<file path="src/rtl/planar_vector_angle_assert.svh">
// Assertion macros shared by the planar vector angle RTL.
// Included by modules that carry concurrent checks; no other dependency.
`ifndef PLANAR_VECTOR_ANGLE_ASSERT_SVH
`define PLANAR_VECTOR_ANGLE_ASSERT_SVH

// Implication check, disabled during reset.
`define PVA_ASSERT_IMP(label, clk, rst_n, pre, post) \
    label: assert property (@(posedge clk) disable iff (!rst_n) (pre) |-> (post)) \
        else $error("assertion failed");

// Next-cycle implication check, disabled during reset.
`define PVA_ASSERT_NXT(label, clk, rst_n, pre, post) \
    label: assert property (@(posedge clk) disable iff (!rst_n) (pre) |=> (post)) \
        else $error("assertion failed");

`endif

</file>
<file path="src/rtl/pva_isqrt.sv">
// Pipelined integer square root, one result bit per stage.
// Depends on nothing but its parameters.
module pva_isqrt #(
    parameter int IN_W = 34,
    parameter int OUT_W = 17
) (
    input  logic             i_clk,
    input  logic             i_en,
    input  logic [IN_W-1:0]  i_val,
    output logic [OUT_W-1:0] o_root
);
    localparam int RW = 2 * OUT_W;

    logic [RW-1:0]    r_rem [OUT_W+1];
    logic [OUT_W-1:0] r_rt  [OUT_W+1];

    assign r_rem[0] = RW'(i_val);
    assign r_rt[0]  = '0;

    // stage s decides root bit OUT_W-1-s
    for (genvar s = 0; s < OUT_W; s++) begin : g_st
        localparam int B = OUT_W - 1 - s;
        logic [RW-1:0] trial;
        logic [RW-1:0] n_rem;
        logic [OUT_W-1:0] n_rt;
        logic [RW-1:0] r_q;
        logic [OUT_W-1:0] r_r;
        always_comb begin
            trial = (RW'(r_rt[s]) << (B + 1)) + (RW'(1) << (2 * B));
            if (r_rem[s] >= trial) begin
                n_rem = r_rem[s] - trial;
                n_rt  = r_rt[s] | (OUT_W'(1) << B);
            end else begin
                n_rem = r_rem[s];
                n_rt  = r_rt[s];
            end
        end
        always_ff @(posedge i_clk) begin
            if (i_en) begin
                r_q <= n_rem;
                r_r <= n_rt;
            end
        end
        assign r_rem[s+1] = r_q;
        assign r_rt[s+1]  = r_r;
    end

    assign o_root = r_rt[OUT_W];
endmodule

</file>
<file path="config.mk">
export PLATFORM = sky130hd
export DESIGN_NAME = pva_isqrt
export DESIGN_NICKNAME = d
export VERILOG_FILES = /design/src/rtl/planar_vector_angle_assert.svh /design/src/rtl/pva_isqrt.sv
export SDC_FILE = /design/constraint.sdc
export NUM_CORES = 1
export LEC_CHECK = 0
export BUFFER_PORTS_ARGS = -buffer_cell sky130_fd_sc_hd__buf_2
export CORE_MARGIN = 2
export CORE_UTILIZATION = 45
export DETAILED_ROUTE_END_ITERATION = 7
export GPL_TIMING_DRIVEN = 0
export SLEW_MARGIN = 20
export SYNTH_ARGS = -nofsm -noshare
export SYNTH_HDL_FRONTEND = slang
export SYNTH_SLANG_ARGS = --single-unit
</file>
<file path="constraint.sdc">
create_clock -name i_clk -period 3.74 [get_ports i_clk]
set_clock_uncertainty 0.15 [all_clocks]
set_input_delay 0.561 -clock i_clk [delete_from_list [all_inputs] [get_ports i_clk]]
set_output_delay 0.561 -clock i_clk [all_outputs]
set_load 0.02 [all_outputs]
</file>
* Word-level counts from Yosys, hierarchy flattened
Cells that the tools add are included.
** Cells by class
- $add $sub $neg :: 32
- Order comparisons :: 17
- Multiplexer cells :: 17
** Operators by type and width (count)
- $mux 34 :: 16
- $add 33x31->34 const B :: 1
- $ge 34x19->1 :: 1
- $ge 34x20->1 :: 1
- $ge 34x21->1 :: 1
- $ge 34x22->1 :: 1
- $ge 34x23->1 :: 1
- $ge 34x24->1 :: 1
- $ge 34x25->1 :: 1
- $ge 34x26->1 :: 1
- $ge 34x27->1 :: 1
- $ge 34x28->1 :: 1
- $ge 34x29->1 :: 1
- $ge 34x30->1 :: 1
- $ge 34x31->1 :: 1
- $ge 34x32->1 :: 1
- $ge 34x33->1 :: 1
- $ge 34x33->1 const B :: 1
- $ge 34x34->1 :: 1
- $sub 34x20->34 :: 1
- $sub 34x21->34 :: 1
- $sub 34x22->34 :: 1
- $sub 34x23->34 :: 1
- $sub 34x24->34 :: 1
- other kinds (27) :: 27
** Storage, ports and cells
- Bits in registers :: 833
- Bits of input ports :: 36
- Output and inout bits :: 17
- Logic and storage cells :: 115

* Depth between registers and ports, before layout
- Depth after elaboration :: 3
- Gate-level depth with buffers :: 13
- Depth with buffers taken out :: 11

* Worst setup path before layout
Ideal clock, no wire load.
- Kind :: flip-flop to flip-flop
- From :: reg g_st[13].r_q[6]
- To :: reg g_st[14].r_q[28] (data pin)
- Library setup time :: 262 ps
- Arrival time :: 2526 ps
- Required time :: 3328 ps
- Path slack :: 802 ps
- Cell stages (with the launch flop) :: 10
- Buffers on the path :: 0
- Period minus slack after synthesis :: 2938 ps
- Cells stage by stage :: edfxtp_1 > ha_1 > nor2b_1 > o2111a_1 > or2_2 > a21oi_1 > o2111ai_2 > or3_4 > nor3_2 > xor2_1
** On the way
- Longest elaborated chain between the ends :: 2
- Elaborated cells on any way between the ends :: 3
- Classes of those cells :: 1 x add/sub; 1 x order compare; 1 x mux
** RTL lines
- start: declaration :: line pva_isqrt.sv:26 : logic [RW-1:0] r_q;
- start signal: assignment :: line pva_isqrt.sv:40 : r_q <= n_rem;
- $sub 34x21->34 / $ge 34x21->1 (equally long branches) :: line pva_isqrt.sv:31, pva_isqrt.sv:30
- $mux 34 * :: line pva_isqrt.sv:30 : if (r_rem[s] >= trial) begin
- named net g_st[14].n_rem[28] :: line pva_isqrt.sv:24 : logic [RW-1:0] n_rem;
- end signal: assignment :: line pva_isqrt.sv:40
- end: declaration :: line pva_isqrt.sv:26
The timed path passes the listed nets; every way through them passes the cells marked *.
A chain may end at the register's enable or synchronous reset.

* Worst setup path after layout
- From :: reg g_st[14].r_q[15]
- To :: reg g_st[15].r_q[3] (data pin)
** On the way
- Longest elaborated chain between the ends :: 2
** RTL lines (line)
- $ge 34x20->1 :: pva_isqrt.sv:30
- $mux 34 :: pva_isqrt.sv:30
- named net g_st[15].n_rem[3] :: pva_isqrt.sv:24
- end signal: assignment :: pva_isqrt.sv:40
- end: declaration :: pva_isqrt.sv:26
The timed path passes the listed nets, and every way through them passes these cells.

==> flow_summary.toml <==
[logic_synthesis]
synth.avg_cell_area_um2 = 13.1
async_reset_ff_frac = 0
syn_area_um2 = 33000
synth.ff_latch_count = 697
ys_seq_area_frac = 0.635
yosysWarnings = 0
synth_flop_cell = "edfxtp_1"
netlist_instances = 2524
synth_nets = 2726
synth_cell_type_count = 85
synth_edf_count = 697

[floorplanning]
dieArea_um2 = 75500
ioPinCount = 53
core_area_um2 = 72700
die_w_um = 275
rows = 99
start_util = 0.454
die_height_um = 275

[setup_path]
cp_max_fo = 10
crit_arrival_ps = 3770
startpoint_type = "flop"
max_stage_delay_ps = 630
worstPathCellList = "ha_1 -> nand4_1 -> or4_1 -> nor3_2 -> nor4_1 -> o311ai_4 -> buf_12 -> clkbuf_1 -> a21oi_1"
crit_slowest_cell = "or4_1"
criticalPathCategory = "flop to flop"
end_kind = "flop"
cp.required_ps = 3930

[finish]
n_antenna_cell = 0
final_common_cell = "edfxtp_1"
drive_gt1_frac = 0.0935
num-fill-cells = 6115
final_cell_mix = "edfxtp_1, inv_1, ha_1"
final_cells = 3709
syn_to_final_growth_pct = 13.5
finalNetCount = 2897

[grt]
grt_pass1_wl_mm = 109
antenna_found_initial = 0
grt-ovfl-total = 0
grt_max_degree = 112
grt_pass1_vias = 20700
grt.total_usage = 0.183

[routing]
drtPass1Iterations = 7
ant_nets = 0
vias_per_cell = 5.36
drt_iter0_drc = 1105
post_drt_wl_per_cell_um = 18.3
dr_total_vias = 19900
route.detailed.drc = 0
wl_mm = 68.1

[power]
p_comb_frac = 0.162
power.share.switching = 0.269
p_leak_nw = 14.1
p_int_mw = 15.3
seqPwrFrac = 0.498
power.share.clock = 0.340
powerDensity_nw_per_um2 = 561
p_sw_mw = 5.65
peakVddDrop_mv = 0.416

[clock_tree]
clk_pin_slew_ps = 60
cts_tree = "built"
cts-root-buf = "clkbuf_16"
clock-sinks = 697
clock_latency_ps = 640
cts_buffers = 76
cts_buffer_depth = 3
h-tree-depth = 3

[status]
run_status = "finished clean"

[timing]
hold_slack_ps = 57.1
relSlewSlack = 0.301
period_share = 0.959
finalHoldViolations = 0
max_freq_mhz = 279
rsz0062_at_grt = "false"
report.final.setup_viol = 0
finalCriticalPeriod_ps = 3590
worstMarginPinSlew_ps = 1040
maxSlewViolCount = 0
tns_ps = 0

[place]
port_buffers = 52
gp_congestion = 0.899
dp.cells = 3542
place_hpwl_mm = 50.7

[flow_run]
maxCapViolations = 0

[worst_hold_path]
hp-class = "input pin to flop"
==> repair_timing <==
action                     CTS  global route
cloned                       0             0
setup endpoints to repair   55            30
gates resized for setup      5             5
pin swaps                    0             1
buffers inserted             0             3
hold buffers                32             0
hold endpoints to repair    32             0
==> synthesized netlist by cell type (all sizes together) (5+ instances only) <==
cell type | count | area, um2
a21oi | 151 | 756
nand3 | 30 | 150
mux2 | 32 | 368
or4 | 23 | 188
o22ai | 5 | 31.3
o2111ai | 5 | 56.3
a2111oi | 5 | 50.0
nand4b | 5 | 43.8
nand3b | 9 | 67.6
nor4 | 66 | 425
buf | 22 | 131
mux2i | 6 | 60.1
nor4b | 14 | 123
edfxtp | 697 | 20900
a31oi | 11 | 68.8
nand2 | 144 | 541
o211ai | 11 | 87.6
ha | 166 | 2080
or2 | 6 | 37.5
clkbuf | 13 | 48.8
a211oi | 11 | 82.6
a21boi | 8 | 60.1
o31a | 6 | 53.8
o21ai | 100 | 500
a21o | 38 | 285
nor3 | 85 | 450
o21bai | 11 | 93.8
nor3b | 7 | 52.6
nor2b | 33 | 206
inv | 203 | 772
and2 | 8 | 50.1
and4 | 5 | 43.8
and3 | 8 | 50.1
o31ai | 18 | 135
xor2 | 109 | 955
nand2b | 42 | 263
xnor2 | 106 | 928
o21a | 47 | 353
nand4 | 26 | 163
or3 | 32 | 205
nor2 | 154 | 578
==> critical path, delay by kind of cell (launching register included) <==
| family | cells | cell delay, ps |
|---|---|---|
| and+or+nand+nor | 4 | 1370 |
| DFF | 1 | 420 |
| buffers and inverters | 2 | 660 |
| adders and majority gates | 1 | 420 |
| AOI/OAI and AO/OA | 2 | 260 |
==> stage by stage <==
step / power [mW] / util / setup WS [ps] / instance area [um2]
2_1_floorplan: 12.8 / - / 802 / 33000
3_3_place_gp: 14.0 / 0.474 / -8490 / 34400
3_5_place_dp: 14.0 / 0.476 / -434 / 34600
4_1_cts: 21.2 / 0.514 / 9.21 / 37400
5_1_grt: 22.0 / 0.515 / 6.67 / 37400
6_report: 21.0 / 0.515 / 153 / 37400
==> area by class of cell <==
cell class | instances | area (um2) | share of cell area
plain buffers | 34 | 180 | 0.00482
repair buffers | 94 | 818 | 0.0219
flip-flops and latches | 697 | 20900 | 0.559
clock inverters | 32 | 372 | 0.00993
clock buffers | 101 | 2000 | 0.0533
well taps | 959 | 1200 | 0.0321
inverters | 203 | 772 | 0.0206
multi-input cells | 1589 | 11100 | 0.298
==> power groups by stage <==
stage               sequential (mW)  combinational (mW)  clock [mW]
floorplan                      10.3                2.50           0
global placement               10.8                3.27           0
detailed placement             10.6                3.36           0
CTS                            10.5                3.41        7.35
global route                   10.5                3.83        7.62
finish                         10.5                3.40        7.14
==> flip-flops by register name, summed over array words and instances, names as in the netlist <==
| signal | count |
|---|---|
| o_root | 17 |
| g_st.r_q | 544 |
| g_st.r_r | 136 |
==> path summary, 6_finish.rpt <==
| check | from | to | slack, ps | cells past startpoint |
|---|---|---|---|---|
| max | g_st[14].r_q[15] | g_st[15].r_q[3] | 150 | 9 |
| min | i_val[33] | g_st[0].r_r[16] | 60 | 2 |
| max reg2reg | g_st[14].r_q[15] | g_st[15].r_q[3] | 150 | 9 |
| min reg2reg | g_st[5].r_q[17] | g_st[6].r_q[17] | 290 | 0 |
==> per-layer routing <==
layer	part of all wire	wire, um	global-route usage	vias to the layer above
li1	-	-	-	9788
met1	0.38	26000	0.193	9675
met2	0.56	38300	0.365	296
met3	0.025	1690	0.0243	125
met4	0.030	2050	0.0669	0
met5	0	0	0	-
==> cell families after synthesis <==
| family | count (synthesis) | share of synthesized area |
|---|---|---|
| compound gates | 457 | 0.0881 |
| xor+xnor | 215 | 0.0571 |
| fa+ha+maj | 166 | 0.0630 |
| simple gates | 713 | 0.115 |
| mux | 38 | 0.0130 |
| buf+inv | 238 | 0.0289 |
| flops | 697 | 0.635 |
No activity file was read; power rests on OpenSTA's default activity.
